[src/hw/rtl/abm_pkg.sv]
`default_nettype none
package abm_pkg;

   localparam int MAP_BITS    = 1024;
   localparam int MAP_WORDS   = MAP_BITS / 64;
   localparam int IDX_W       = $clog2(MAP_BITS);
   localparam int WORD_W      = (IDX_W > 6) ? IDX_W - 6 : 1;
   localparam int SIZE_W      = IDX_W + 1;
   localparam int WCNT_W      = WORD_W + 1;
   localparam int WORD_IDX_W  = 4;
   localparam int ROW_W       = 10;
   localparam int CSR_IDX_W   = 3;

   localparam logic [SIZE_W-1:0] MAP_SIZE_MAX = SIZE_W'(MAP_BITS);

   typedef enum logic [CSR_IDX_W-1:0] {
      REG_RANGE_FIRST = 3'd0,
      REG_RANGE_LAST  = 3'd1,
      REG_PREFIX_LEN  = 3'd2,
      REG_INTERVAL    = 3'd3,
      REG_WINDOW_ROWS = 3'd4
   } abm_reg_type;

   typedef enum logic [1:0] {
      SEL_SRC  = 2'd0,
      SEL_DST  = 2'd1,
      SEL_BOTH = 2'd2
   } abm_sel_type;

   localparam logic KIND_FLOW = 1'b0;
   localparam logic KIND_END  = 1'b1;

   typedef struct packed {
      logic load_req;
      logic prep;
      logic eval;
      logic mod_start;
      logic flush_init;
      logic rd_flush;
      logic out_load;
      logic clear;
      logic advance;
      logic rd_src;
      logic wr_src;
      logic rd_dst;
      logic wr_dst;
   } abm_cmd_type;

   typedef struct packed {
      logic flush_req;
      logic is_end;
      logic no_words;
      logic last_word;
      logic mod_done;
      logic out_free;
   } abm_sts_type;

endpackage
`default_nettype wire

[src/hw/rtl/abm_mod.sv]
`default_nettype none
module abm_mod
   import abm_pkg::*;
(
   input  wire logic              clock,
   input  wire logic              reset,
   input  wire logic              start,
   input  wire logic [31:0]       dividend,
   input  wire logic [ROW_W-1:0]  divisor,
   output logic                   done,
   output logic [ROW_W-1:0]       remainder
);

   logic [31:0]      dvd_ff, dvd_in;
   logic [ROW_W-1:0] rem_ff, rem_in;
   logic [4:0]       cnt_ff, cnt_in;
   logic             busy_ff, busy_in;
   logic             done_ff, done_in;
   logic [ROW_W:0]   part;

   // one quotient bit per cycle, remainder only
   always_comb begin
      dvd_in  = dvd_ff;
      rem_in  = rem_ff;
      cnt_in  = cnt_ff;
      busy_in = busy_ff;
      done_in = 1'b0;
      part    = {rem_ff, dvd_ff[31]};
      if (start) begin
         dvd_in  = dividend;
         rem_in  = '0;
         cnt_in  = '0;
         busy_in = 1'b1;
      end else if (busy_ff) begin
         dvd_in = {dvd_ff[30:0], 1'b0};
         if (part >= {1'b0, divisor}) begin
            rem_in = ROW_W'(part - {1'b0, divisor});
         end else begin
            rem_in = ROW_W'(part);
         end
         cnt_in = cnt_ff + 5'd1;
         if (cnt_ff == 5'd31) begin
            busy_in = 1'b0;
            done_in = 1'b1;
         end
      end
   end

   always_ff @(posedge clock) begin
      dvd_ff <= dvd_in;
      rem_ff <= rem_in;
      cnt_ff <= cnt_in;
      if (reset) begin
         busy_ff <= 1'b0;
         done_ff <= 1'b0;
      end else begin
         busy_ff <= busy_in;
         done_ff <= done_in;
      end
   end

   assign done      = done_ff;
   assign remainder = rem_ff;

endmodule
`default_nettype wire

[config.mk]
export PLATFORM = sky130hd
export DESIGN_NAME = abm_mod
export DESIGN_NICKNAME = d
export VERILOG_FILES = /design/src/hw/rtl/abm_pkg.sv /design/src/hw/rtl/abm_mod.sv
export SDC_FILE = /design/constraint.sdc
export NUM_CORES = 1
export LEC_CHECK = 0
export BUFFER_PORTS_ARGS = -buffer_cell sky130_fd_sc_hd__buf_2
export CAP_MARGIN = 20
export CORE_UTILIZATION = 56
export CTS_BUF_LIST = sky130_fd_sc_hd__clkbuf_4
export CTS_CLUSTER_DIAMETER = 120
export DETAILED_ROUTE_END_ITERATION = 8
export PLACE_DENSITY = 0.89
export SYNTH_ARGS = -nofsm -noshare
export SYNTH_HDL_FRONTEND = slang
export SYNTH_SLANG_ARGS = --single-unit
export TNS_END_PERCENT = 50
[constraint.sdc]
create_clock -name clock -period 2.15 [get_ports clock]
set_input_delay 0 -clock clock [delete_from_list [all_inputs] [get_ports clock]]
set_output_delay 0 -clock clock [all_outputs]
set_load 0.05 [all_outputs]
==> impl_metrics.csv <==
group,metric,value,unit
power,power_switching,0.6042,mW
clocking,cts_buffers,5,
floorplan,die_w,69.38,um
clocking,root_buffer,"clkbuf_4",
critical_path,r2r-start,"remainder[1]",
logic_synthesis,synth_commonest_cells,"edfxtp_1 (32), mux2_2 (31), nor2_1 (19), dfxtp_1 (17), inv_1 (15)",
final_layout,nFillCells,275,
sta,post-route-period-util,95.19,%
critical_path,rr_worst_depth,8,
power,pwr-share-comb,25.5,%
final_layout,instances_no_fill,359,
sta,grt_setup_unrepaired,"true",
sta,fin_ws,0.1034,ns
logic_synthesis,synth_top_flop_cell,"edfxtp_1",
logic_synthesis,synth_cell_types,42,
critical_path,critPathBufInv,1,
critical_path,cpPeakStageDelay,0.37,ns
logic_synthesis,synth_edf_count,32,
place,dp_hpwl,3434,um
logic_synthesis,synth_top_family_by_area,"multiplexers",
drt,vias_per_cell,5.462,
clocking,clock_path_buffers,2,
hold_path,hold-path-endpoint,"remainder[0]",
clocking,clk_transition_reported_paths,0.14,ns
clocking,clock_latency,0.36,ns
logic_synthesis,synth_area,2542,um^2
final_layout,nets,364,
hold_path,min_path_cells,4,
logic_synthesis,synthSimpleGateAreaFrac,8.169,%
floorplan,start_util,58.39,%
critical_path,path_max_fanout,4,
final_layout,area_delta_synth_final,31.00,%
critical_path,arrival,2.33,ns
logic_synthesis,async_flop_share,0,%
global_route,grt_pass1_wl,9287,um
drt,vias,1961,
critical_path,path_cells,"ha_1, o211ai_2, a21oi_2, o31ai_2, a41oi_2, buf_4, mux2i_1, a211oi_1",
power,power,2.121,mW
hold_path,hold_path.class,"in2reg",
logic_synthesis,yosysTopAreaCellShare,37.80,%
power,p_sw_share,28.48,%
logic_synthesis,synth_fp_nets,267,
place,post-place-ws,0.09107,ns
floorplan,die_h,69.38,um
power,p_clk_share,20.5,%
logic_synthesis,synth.area.top_cells,"edfxtp_1 (38%), mux2_2 (14%), dfxtp_1 (13%), ha_1 (5.9%), mux2i_1 (3.1%)",
final_layout,antenna_cells,0,
global_route,grt.overflow.total,0,
place,post_dp_cell_area,2920,um^2
floorplan,die_area,4814,um^2
sta,relSlewSlack,74.75,%
place,routabilityCongestion,0.8639,
critical_path,cp-end-kind,"flop",
floorplan,core_area,4354,um^2
clocking,clkSinkCount,49,
drt,wl,5490,um
sta,max_freq,0.4886,GHz
floorplan,placementRows,24,
logic_synthesis,ys_ff_latch,49,
global_route,antenna_found_initial,0,
floorplan,io_pins,56,
global_route,first_global_vias,2008,
logic_synthesis,synth-compound-area-share,9.695,%
critical_path,critical_path.top_delay_family,"compound AO/OA/AOI/OAI gates",
sta,slew_viol_final,0,
critical_path,crit_type,"reg2reg",
drt,drc,0,
power,p_leak,1.441,nW
place,dp.cells,317,
logic_synthesis,synth_largest_area_cell,"edfxtp_1",
logic_synthesis,synth_xor_area_share,3.100,%
logic_synthesis,synthMuxAreaShare,17.32,%
logic_synthesis,yosysWarningCount,0,
critical_path,crit_slowest_cell,"dfxtp_2",
critical_path,cp.required,2.43,ns
run_status,status,"finished clean",
power,ir_drop,0.0004781,V
sta,setup_violations,0,
sta,tightest_slew,0.3692,ns
drt,post_drt_wl_per_cell,15.29,um
power,p_seq_share,54.1,%
place,port-buffer-count,55,
logic_synthesis,syn_inst,209,
run,drv_cap,0,
sta,finalClockSkew,0.01567,ns
critical_path,worstReg2RegEnd,"remainder[3]",
global_route,grt_usage,24.93,%
clocking,cts_htree_levels,2,
logic_synthesis,synth_most_common_cell,"edfxtp_1",
final_layout,stdcell_area,3331,um^2
hold_path,hp-start,"divisor[0]",
critical_path,regToRegSetupSlack,0.10,ns
final_layout,drive_gt1_share,39.74,%
logic_synthesis,ys_seq_area_share,51.18,%
power,power.density,636.9,nW/um^2
power,internal-power,1.517,mW
critical_path,start_kind,"flop",
clocking,cts_tree,"done",
clocking,post_cts_buffers,0,
global_route,grt_start_max_net_pins,25,
logic_synthesis,synthAdderAreaFrac,6.693,%
logic_synthesis,synth.avg_cell_area,12.16,um^2
sta,fin_crit,2.047,ns
drt,drt_iter0_drc,135,
drt,first_pass_iters,4,
drt,antenna_left,0,
sta,finalHoldViolCount,0,
## flip-flops by register name, indices dropped and copies added (netlist names)
name and flops:
dvd_ff 32, done 1, busy_ff 1, remainder 10
cnt_ff 5
## worst max path at each step
stage	from	end	slack, ns	depth (start not counted)
2_1_floorplan	remainder[1]	remainder[0]	0.03	7
3_3_place_gp	remainder[4]	remainder[2]	0.16	8
3_5_place_dp	dvd_ff[31]	remainder[8]	0.09	10
4_1_cts	remainder[5]	remainder[3]	0.07	8
5_1_grt	dvd_ff[31]	remainder[6]	-0.03	10
6_report	remainder[1]	remainder[3]	0.10	8
## power groups by stage
stage | clock network, mW | registers [mW] | logic, mW
after floorplan | 0 | 1.21 | 0.293
after global placement | 0 | 1.16 | 0.460
after detailed placement | 0 | 1.17 | 0.474
after CTS | 0.443 | 1.15 | 0.522
after global routing | 0.493 | 1.16 | 0.585
final | 0.434 | 1.15 | 0.540
## area by class of cell
class                           instances  area [um^2]  share of cell area, %
Clock buffer                            7        52.55                  1.578
Multi-Input combinational cell        136         1157                  34.75
Clock inverter                          1        3.754                 0.1127
Tap cell                               52        65.06                  1.953
Inverter                               16        60.06                  1.803
Sequential cell                        49         1309                  39.29
Timing Repair Buffer                   98        683.2                  20.51
## routing by layer
layer	GRT usage, %	wire [um]	vias to the layer above
li1	-	-	957
met1	28.81	2235	938
met2	45.95	2936	55
met3	5.814	247	11
met4	6.576	71	0
met5	0	0	-
## cells by family after synthesis
kind of cell               count (synthesis)
DFF                                       49
adders and majority gates                 13
AOI/OAI and AO/OA                         31
buffers and inverters                     24
muxes                                     40
xor gates and xnor gates                   9
and+or+nand+nor                           43
## cell usage in the layout (no fill, tap or decap), types with 5 or more instances in the layout
cell type / count
a21oi_1: 6
buf_2: 55
buf_4: 9
clkbuf_4: 7
dfxtp_1: 11
dfxtp_2: 6
dlygate4sd3_1: 34
edfxtp_1: 32
ha_1: 10
inv_1: 15
mux2_2: 31
mux2i_1: 7
nand2_1: 8
nor2_1: 19
xor2_1: 5
## through the flow
stage          setup TNS (ns)  utilization, %  hold WS, ns
2_1_floorplan               0               -      0.07238
4_1_cts                     0           76.18       0.1016
6_report                    0           76.49       0.1151
5_1_grt              -0.02588           76.49       0.1051
3_5_place_dp                0           67.07       0.1883
3_3_place_gp                0           67.07       0.1768
## worst register-to-register path, cell delays in order, from the launching register on
cell and delay [ns]:
dfxtp_2 0.37, ha_1 0.31, o211ai_2 0.16, a21oi_2 0.07
o31ai_2 0.29, a41oi_2 0.21, buf_4 0.21, mux2i_1 0.12
a211oi_1 0.23
## timing repair
action,4_1_cts,5_1_grt
endpoints found under the hold margin,37,0
setup endpoints to repair,0,8
resized for setup,0,4
hold buffers,34,0
Power figures use the tool's default switching activity.
