[src/hw/rtl/abm_pkg.sv]
`default_nettype none
package abm_pkg;

   localparam int MAP_BITS    = 1024;
   localparam int MAP_WORDS   = MAP_BITS / 64;
   localparam int IDX_W       = $clog2(MAP_BITS);
   localparam int WORD_W      = (IDX_W > 6) ? IDX_W - 6 : 1;
   localparam int SIZE_W      = IDX_W + 1;
   localparam int WCNT_W      = WORD_W + 1;
   localparam int WORD_IDX_W  = 4;
   localparam int ROW_W       = 10;
   localparam int CSR_IDX_W   = 3;

   localparam logic [SIZE_W-1:0] MAP_SIZE_MAX = SIZE_W'(MAP_BITS);

   typedef enum logic [CSR_IDX_W-1:0] {
      REG_RANGE_FIRST = 3'd0,
      REG_RANGE_LAST  = 3'd1,
      REG_PREFIX_LEN  = 3'd2,
      REG_INTERVAL    = 3'd3,
      REG_WINDOW_ROWS = 3'd4
   } abm_reg_type;

   typedef enum logic [1:0] {
      SEL_SRC  = 2'd0,
      SEL_DST  = 2'd1,
      SEL_BOTH = 2'd2
   } abm_sel_type;

   localparam logic KIND_FLOW = 1'b0;
   localparam logic KIND_END  = 1'b1;

   typedef struct packed {
      logic load_req;
      logic prep;
      logic eval;
      logic mod_start;
      logic flush_init;
      logic rd_flush;
      logic out_load;
      logic clear;
      logic advance;
      logic rd_src;
      logic wr_src;
      logic rd_dst;
      logic wr_dst;
   } abm_cmd_type;

   typedef struct packed {
      logic flush_req;
      logic is_end;
      logic no_words;
      logic last_word;
      logic mod_done;
      logic out_free;
   } abm_sts_type;

endpackage
`default_nettype wire

[src/hw/rtl/abm_ctrl.sv]
`default_nettype none
module abm_ctrl
   import abm_pkg::*;
(
   input  wire logic        clock,
   input  wire logic        reset,
   input  wire logic        req_valid,
   output logic             req_ready,
   input  wire abm_sts_type sts,
   output abm_cmd_type      cmd
);

   typedef enum logic [3:0] {
      S_IDLE, S_PREP, S_EVAL, S_MOD, S_FRD, S_FOUT, S_CLEAR,
      S_SRC_RD, S_SRC_WR, S_DST_RD, S_DST_WR
   } state_type;

   state_type state_ff, state_in;

   always_comb begin
      state_in = state_ff;
      cmd      = '0;
      unique case (state_ff)
         S_IDLE: begin
            if (req_valid) begin
               cmd.load_req = 1'b1;
               state_in     = S_PREP;
            end
         end
         S_PREP: begin
            cmd.prep = 1'b1;
            state_in = S_EVAL;
         end
         S_EVAL: begin
            cmd.eval = 1'b1;
            if (sts.flush_req) begin
               cmd.mod_start = 1'b1;
               state_in      = S_MOD;
            end else begin
               state_in = S_SRC_RD;
            end
         end
         S_MOD: begin
            if (sts.mod_done) begin
               cmd.flush_init = 1'b1;
               state_in       = sts.no_words ? S_CLEAR : S_FRD;
            end
         end
         S_FRD: begin
            cmd.rd_flush = 1'b1;
            state_in     = S_FOUT;
         end
         S_FOUT: begin
            if (sts.out_free) begin
               cmd.out_load = 1'b1;
               state_in     = sts.last_word ? S_CLEAR : S_FRD;
            end
         end
         S_CLEAR: begin
            cmd.clear = 1'b1;
            if (sts.is_end) begin
               state_in = S_IDLE;
            end else begin
               cmd.advance = 1'b1;
               state_in    = S_SRC_RD;
            end
         end
         S_SRC_RD: begin
            cmd.rd_src = 1'b1;
            state_in   = S_SRC_WR;
         end
         S_SRC_WR: begin
            cmd.wr_src = 1'b1;
            state_in   = S_DST_RD;
         end
         S_DST_RD: begin
            cmd.rd_dst = 1'b1;
            state_in   = S_DST_WR;
         end
         S_DST_WR: begin
            cmd.wr_dst = 1'b1;
            state_in   = S_IDLE;
         end
         default: state_in = S_IDLE;
      endcase
   end

   always_ff @(posedge clock) begin
      if (reset) begin
         state_ff <= S_IDLE;
      end else begin
         state_ff <= state_in;
      end
   end

   assign req_ready = (state_ff == S_IDLE);

endmodule
`default_nettype wire

[config.mk]
export PLATFORM = sky130hd
export DESIGN_NAME = abm_ctrl
export DESIGN_NICKNAME = d
export VERILOG_FILES = /design/src/hw/rtl/abm_pkg.sv /design/src/hw/rtl/abm_ctrl.sv
export SDC_FILE = /design/constraint.sdc
export NUM_CORES = 1
export LEC_CHECK = 0
export BUFFER_PORTS_ARGS = -buffer_cell sky130_fd_sc_hd__buf_2
export CAP_MARGIN = 5
export CORE_AREA = 2 2 39 41
export CTS_CLUSTER_SIZE = 24
export DETAILED_ROUTE_END_ITERATION = 12
export DIE_AREA = 0 0 41 43
export PLACE_DENSITY = 0.67
export SLEW_MARGIN = 20
export SYNTH_ARGS = -nofsm -noshare
export SYNTH_HDL_FRONTEND = slang
export SYNTH_SLANG_ARGS = --single-unit
[constraint.sdc]
create_clock -name clock -period 1.55 [get_ports clock]
set_clock_uncertainty 0.1 [all_clocks]
set_input_delay 0.0775 -clock clock [delete_from_list [all_inputs] [get_ports clock]]
set_output_delay 0.0775 -clock clock [all_outputs]
set_load 0.02 [all_outputs]
==> reports/results.txt, run 1 <==
The pre-antenna-repair detailed-routing pass consisted of 4 iterations. Entering global routing, the biggest net connects 17 pins. For the portion of total power attributed to sequential cells, the log shows 25.9%. The final sum of negative setup slack came out at 0 ps. The tools report the CTS root buffer as clkbuf_4. The run finished with clean final reports.

The class of the worst hold path was primary input to flop. Of the available clock period, the critical path in the final layout requires 96.11%. The tools report the sort of element at the end of the critical path as a primary output. At the end of the flow the core is filled with cells to 46.65%. Highest cell delay on the worst timing path: 360 ps. In this run the static leakage power is 0.3069 nW.

The clock slew at the register clock pins of the worst setup and hold paths was 30 ps. For the worst-skew pair, the clock arrives at the later sink with an insertion delay of 230 ps. The first global-routing pass estimated 1.566 mm of wire. The arrival time of the worst setup path was 1310 ps.

The tools report the synthesized netlist net count as 65. The critical path contains buffers and inverters numbering 2 combined. The total via count in the routed design is 518, and the power per standard cell area is 741.5 mW/mm^2. Each instance of the synthesized netlist takes up on average 6.815 sq um. Per report_power, the clock group accounts for 26.4% of the total.

The synthesized netlist occupies a cell area of 381.6 sq um. Sequential elements use 20.98% of the synthesized area. The overall power of the completed layout was 0.4787 mW; the largest driver fanout on the critical path was 9. The filler cells instantiated in the layout total 144. The max-cap violation count is 0. The kind of cell adding the most delay to the critical path was simple AND/OR/NAND/NOR gates.

TritonCTS built the clock tree. The die is 41 microns wide. The tools report the startpoint kind of the worst setup timing path as a flop. The critical path goes through buf_4 -> nor4_4 -> and2_4 -> buf_6. The tools report the initial core utilization as 27.58%. For the pin with the worst max-slew slack, the measured transition is 560.3 ps. The analysis attributes to net switching a power of 0.1678 mW. The number of global-route vias before repair was 378; the number of register bits inferred by synthesis was 4. The initial antenna violation count is 0. The die span in y came out at 43 microns. The setup check on the worst reg-to-reg path leaves a slack of 70 ps. The internal power was 0.3109 mW; the number of nets in the final layout was 97.

The final routed wirelength across all metal layers was 1.163 mm. Counting every instance in the synthesized netlist gives 56. In this run, the number of DRC markers left after iteration 0 of detailed routing was 4. The number of antenna diodes in the final layout is 0. Setup repair after global routing could not meet its margin everywhere.

The netlist uses 22 different library cells. Combinational logic is responsible for 47.7% of the overall power. After routing the design area is 645.6 sq um. The run gives 1370 ps as the required arrival time at the worst endpoint. Routability-driven placement finished with a final weighted congestion of 0.8097.

The I/O pin count was 23. Hold is met by 125.7 ps. The tools report the antenna violation net count after detailed routing as 0. The logs give 554.3 sq um for the total placed instance area and 3 for the total clock buffers created by CTS.

The slowest library cell on the worst path is dfxtp_4. The worst setup path is of the flop to primary output kind. Once detailed placement completed, the half-perimeter wirelength came to 804.6 microns.

Counting along the longest clock path gives a buffer depth of 2. Derived from the worst setup path, the maximum achievable clock frequency is 671.3 MHz. For the count of final setup violators, the log shows 0. The largest registers in the layout are state_ff x4.

The final-report max-slew violation count was 0. The tree built by TritonCTS fans out to 4 sinks. Measured in cells, the most critical reg-to-reg path has a length of 4. The port buffer count came out at 22.

The hold violation count in the final report is 0, and the core region area is 0.001384 sq mm. Counting buffers and inverters, the worst setup path is 4 cells deep. Cells with a size suffix above 1 make up 50.00% of the layout. The switching portion of total power was 35.05%.

The detailed-route wire length per cell is 11.40 microns. The worst-case IR drop observed on VDD is 0.3538 mV. The floorplan step defined a die boundary enclosing 0.001763 sq mm.

The total grt overflow came out at 0. The final critical delay including setup and external delays is 1490 ps. The area added between synthesis and finish came out at 69.18%. For the total global-route track usage, the log shows 12.85%.

The number of remaining DRC errors was 0; the post-detailed-route via-to-cell ratio was 5.078. The register with the most flip-flops in the layout has 4 of them. The number of warnings issued by yosys is 0, and the level count of the clock H-tree is 1.

The register with the most flip-flops in the final layout is state_ff. The initialized floorplan defines 14 standard-cell rows. Number of cells on the worst hold path: 3. Measured against its own limit, the worst slew margin works out to 62.30%.
-- power groups by stage --
stage	clock, mW	sequential [mW]	combinational (mW)
floorplan	0	0.120	0.127
global placement	0	0.123	0.184
detailed placement	0	0.123	0.184
CTS	0.134	0.122	0.187
global route	0.139	0.125	0.249
finish	0.126	0.124	0.228
-- routing by layer --
metal / vias up / track usage [%] / part of all wire [%]
met5: - / 0 / 0
met4: 0 / 8.000 / 1.8
met3: 2 / 1.571 / 6.4
met2: 17 / 18.44 / 45
met1: 232 / 17.36 / 47
li1: 267 / - / -
-- cell usage after synthesis --
cell type  n  share of area, %
nor3_1     7               9.2
a21oi_1    5               6.6
nand2b_1   5               8.2
nor2_1     5               4.9
buf_2      4               5.2
dfxtp_1    4                21
nor4_1     4               6.6
and2_1     3               4.9
o21ai_0    3               3.9
inv_1      2               2.0
nand2_1    2               2.0
nor3b_1    2               3.9
a211oi_1   1               2.0
a31o_1     1               2.3
nand3_1    1               1.3
nand3b_1   1               2.0
nor4b_1    1               2.3
o211a_1    1               2.6
o211ai_1   1               2.0
o21a_1     1               2.0
o22a_1     1               2.3
or4_4      1               3.0
-- logic make-up after synthesis --
| kind of cell | count (synthesis) | synth area share [%] |
|---|---|---|
| AND/OR/NAND/NOR | 32 | 48.20 |
| buffers and inverters | 6 | 7.214 |
| flip-flops | 4 | 20.98 |
| AO/OA/AOI/OAI | 14 | 23.61 |
-- cell usage in the layout, fill, tap and decap left out, types with 2 or more instances in the layout --
| cell type | synthesis | routed |
|---|---|---|
| nor3_1 | 7 | 5 |
| nand2b_1 | 5 | 4 |
| nor3b_1 | 2 | 2 |
| nor2_1 | 5 | 5 |
| buf_6 | 0 | 2 |
| clkbuf_4 | 0 | 3 |
| buf_2 | 4 | 21 |
| nor3_2 | 0 | 2 |
| inv_1 | 2 | 2 |
| o21ai_0 | 3 | 3 |
| buf_4 | 0 | 7 |
| a21oi_1 | 5 | 4 |
| dfxtp_1 | 4 | 3 |
| and2_1 | 3 | 2 |
| nor4_1 | 4 | 3 |
-- worst paths after layout --
path,end,startpoint
min reg2reg,state_ff[0]$_SDFFE_PP0P_,state_ff[0]$_SDFFE_PP0P_
min,state_ff[2]$_SDFFE_PP0P_,sts[0]
max,cmd[12],state_ff[0]$_SDFFE_PP0P_
max reg2reg,state_ff[1]$_SDFFE_PP0P_,state_ff[1]$_SDFFE_PP0P_
-- worst min-delay path, stage by stage --
cell    delay (ps)
buf_2          100
nor4_1          60
a31o_1         170
-- timing repair --
item	CTS	global route
pin swaps	0	1
buffers inserted	0	2
hold endpoints to repair	3	0
gates resized for setup	1	10
hold buffers	1	0
endpoints found under the setup margin	2	5
-- through the flow --
step	instances	worst slack, ps
floorplan	56	47.75
global placement	96	129.9
detailed placement	96	115.1
CTS	100	26.46
global route	102	-29.84
finish	102	60.31
-- cell type report --
| class | instances | area (sq um) | area share, % |
|---|---|---|---|
| multi-input combinational | 46 | 321.6 | 49.81 |
| timing repair buffer | 31 | 190.2 | 29.46 |
| sequential | 4 | 83.83 | 12.98 |
| clock buffer | 3 | 22.52 | 3.488 |
| tap | 16 | 20.02 | 3.101 |
| inverter | 2 | 7.507 | 1.163 |
Note: power is estimated with default switching activity, not from simulation.
==> inputs of run 2 (changes only) <==
CELL_PAD_IN_SITES_DETAIL_PLACEMENT = 0   (was not set)
CELL_PAD_IN_SITES_GLOBAL_PLACEMENT = 1   (was not set)
CORE_AREA = not set   (was 2 2 39 41)
CORE_MARGIN = 2   (was not set)
CORE_UTILIZATION = 26   (was not set)
DIE_AREA = not set   (was 0 0 41 43)
PLACE_DENSITY = 0.84   (was 0.67)
==> run 2 against run 1 <==
Clock-buffer cell count did not move. Fmax shrank 1.4%. Hold slack lost 11 ps. Worst setup slack worse by 21 ps. Largest power group unchanged. Highest routed layer is now met3.
==> reports/results.txt, run 2 (synthesis results as in run 1) <==
For the total clock buffers created by CTS, the log shows 3 (unchanged). For the max-cap violation count, the log shows 0 (unchanged). The met1 usage was 15.64% (was 17.36%); the final routed wirelength across all metal layers was 1.246 mm (was 1.163 mm).

The most frequent cell on the critical path was buf_4. The tools report the overall power of the completed layout as 0.4822 mW (was 0.4787 mW). The placement row count came out at 13 (was 14). The met3 usage was 3.448% (was 1.571%); the antenna violation net count after detailed routing was 0 (unchanged).

The required arrival time at the worst endpoint came out at 1370 ps (about the same). The number of cells in the finished layout apart from fillers was 102 (unchanged). The kind of cell adding the most delay to the critical path was buffers and inverters (was simple AND/OR/NAND/NOR gates).

The most frequent standard cell in the layout excluding fill and tap cells was buf_2 (unchanged). The cell total after placement was 95 (was 96); the final-report max-slew violation count was 0 (unchanged). The count of buffer and inverter cells on the critical path was 3 (was 2); the final worst-path cycle share was 97.49% (was 96.11%). The largest driver fanout on the critical path is 10 (was 9), and the number of fill cells is 144 (unchanged). The static power due to leakage was 0.3008 nW (was 0.3069 nW). Clock tree buffer depth: 2 (unchanged). The top register by number of flip-flops was state_ff (unchanged). For the final antenna diode count, the log shows 0 (unchanged).

The total via count in the routed design was 537 (was 518). The arrival time of the worst setup path is 1330 ps (was 1310 ps), and the core region area is 0.001334 sq mm (was 0.001384 sq mm). The global placer's final weighted congestion was 0.7547 (was 0.8097); the count of final setup violators was 0 (unchanged). The port buffer count works out to 22 (unchanged). The hold violation count in the final report was 0 (unchanged). The I/O pin count came out at 23 (unchanged). The run gives 67.99% (was 62.30%) as the headroom to the max-slew limit.

The initial core utilization is 28.61% (was 27.58%). The slew of the pin with the lowest slew margin came out at 475.7 ps (was 560.3 ps). The total grt overflow is 0 (unchanged). The critical path start-end classification is flop to primary output (unchanged).

Clock insertion delay at the later pin of the skew report: 240 ps (was 230 ps). Setup slack of the critical path after layout: 38.93 ps (was 60.31 ps). Startpoint kind of the worst setup timing path: a flop (unchanged). The number of global-route vias before repair is 408 (was 378). Regs by FF count: state_ff x4 (unchanged). TritonCTS built the clock tree. The tools report the sort of element at the end of the critical path as a primary output (unchanged). The CTS root buffer is clkbuf_4 (unchanged). Slowest library cell on the worst path: dfxtp_2 (was dfxtp_4).

The fraction of layout cells with a size suffix above 1 was 48.28% (was 50.00%). The post-detailed-route via-to-cell ratio is 5.265 (was 5.078). The maximum number of pins on one net before global-route repair is 17 (unchanged), and the flip-flop count of the largest register after layout is 4 (unchanged). Area added between synthesis and finish: 67.87% (was 69.18%). Detailed-route wire length per cell: 12.22 microns (was 11.40 microns). The clock slew at the register clock pins of the worst setup and hold paths is 40 ps (was 30 ps), and the number of remaining DRC errors is 0 (unchanged). Power per standard cell area: 752.7 mW/mm^2 (was 741.5 mW/mm^2). Setup repair after global routing could not meet its margin everywhere. The die area is 0.001790 sq mm (was 0.001763 sq mm), and the sum of net half-perimeters after detailed placement is 844 microns (was 804.6 microns). The run gives 4 (unchanged) as the number of detailed-route iterations in the first pass. Horizontal extent of the die: 42.31 microns (was 41 microns). The maximum clock frequency is 661.8 MHz (was 671.3 MHz). The highest cell delay on the worst timing path is 320 ps (was 360 ps).

Pre-CTS setup slack: 106.2 ps (was 115.1 ps). The tools report the level count of the clock H-tree as 1 (unchanged). Global-route wire length before repair: 1.725 mm (was 1.566 mm). The final critical delay including setup and external delays works out to 1511 ps (was 1490 ps).

Most crowded layer after global routing: met2 (unchanged). Ordered list of cells on the worst path: buf_6 -> buf_4 -> nor4_4 -> and2_1 -> buf_4 (was buf_4 -> nor4_4 -> and2_4 -> buf_6). The run gives 19.38% (was 18.44%) as the met2 capacity usage during global routing. The class of the worst hold path is primary input to flop (unchanged).

The run finished with clean final reports. The number of nets in the final layout is 98 (was 97). The number of clock sinks came out at 4 (unchanged). The die span in y was 42.31 microns (was 43 microns). The maximum ir drop on the vdd rail came out at 0.3247 mV (was 0.3538 mV). Most frequent cells in the layout: buf_2, buf_4, nor3_1, nand2b_1, nor2_1 (was buf_2, buf_4, nor2_1, nor3_1). The iteration-0 DRC count of the detailed router is 4 (unchanged), and the initial antenna violation count is 0 (unchanged). The total global-route track usage was 12.40% (was 12.85%).
[run 2: changes by cell type in the layout (fill, tap and decap cells not counted)]
cell | previous run | this run
dfxtp_1 | 3 | 2
nor3_4 | 0 | 1
and2_1 | 2 | 3
buf_6 | 2 | 1
dfxtp_2 | 0 | 2
nor3_2 | 2 | 0
nand2b_4 | 1 | 0
dfxtp_4 | 1 | 0
nand2b_1 | 4 | 5
nor3_1 | 5 | 6
buf_4 | 7 | 10
and2_4 | 1 | 0
buf_2 | 21 | 20
[run 2: worst min-delay path, stage by stage]
cell and delay (ps):
buf_2 100, nor4_1 70, a21oi_2 100, nor3_1 50
[run 2: timing repair]
item,CTS,global route
hold buffers,1,0
endpoints found under the setup margin,0,7
resized for setup,0,9
buffers inserted,0,3
endpoints found under the hold margin,3,0
[run 2: worst paths after layout]
kind	from	to	slack, ps	depth (start not counted)
max	state_ff[1]$_SDFFE_PP0P_	cmd[12]	40	5
min	sts[1]	state_ff[1]$_SDFFE_PP0P_	110	4
max reg2reg	state_ff[1]$_SDFFE_PP0P_	state_ff[1]$_SDFFE_PP0P_	80	4
min reg2reg	state_ff[1]$_SDFFE_PP0P_	state_ff[3]$_SDFFE_PP0P_	600	3
[run 2: metal layers]
| metal | up-vias | share of wire [%] |
|---|---|---|
| li1 | 269 | - |
| met5 | - | 0 |
| met3 | 0 | 7.8 |
| met2 | 26 | 49 |
| met4 | 0 | 0 |
| met1 | 242 | 43 |
[run 2: report_power, final]
group	total, mW	switching [mW]	internal [mW]
Clock	0.133	0.0459	0.0869
Combinational	0.225	0.117	0.108
Sequential	0.124	0.0103	0.114
[run 2: layout make-up]
cell class / count / area (sq um) / area share [%]
clock buffers: 3 / 22.52 / 3.516
flip-flops and latches: 4 / 82.58 / 12.89
repair buffers: 32 / 196.4 / 30.66
multi-input cells: 46 / 312.8 / 48.83
well taps: 15 / 18.77 / 2.930
inverters: 2 / 7.507 / 1.172
[run 2: stage by stage]
| step | TNS, ps | instance area [sq um] | hold WS (ps) | utilization (%) |
|---|---|---|---|---|
| 2_1_floorplan | 0 | 399.1 | 46.57 | - |
| 3_3_place_gp | 0 | 553.0 | 211.4 | 41.46 |
| 3_5_place_dp | 0 | 553.0 | 218.3 | 41.46 |
| 4_1_cts | 0 | 585.6 | 117.6 | 43.90 |
| 5_1_grt | -76.72 | 640.6 | 128.4 | 48.03 |
| 6_report | 0 | 640.6 | 114.5 | 48.03 |
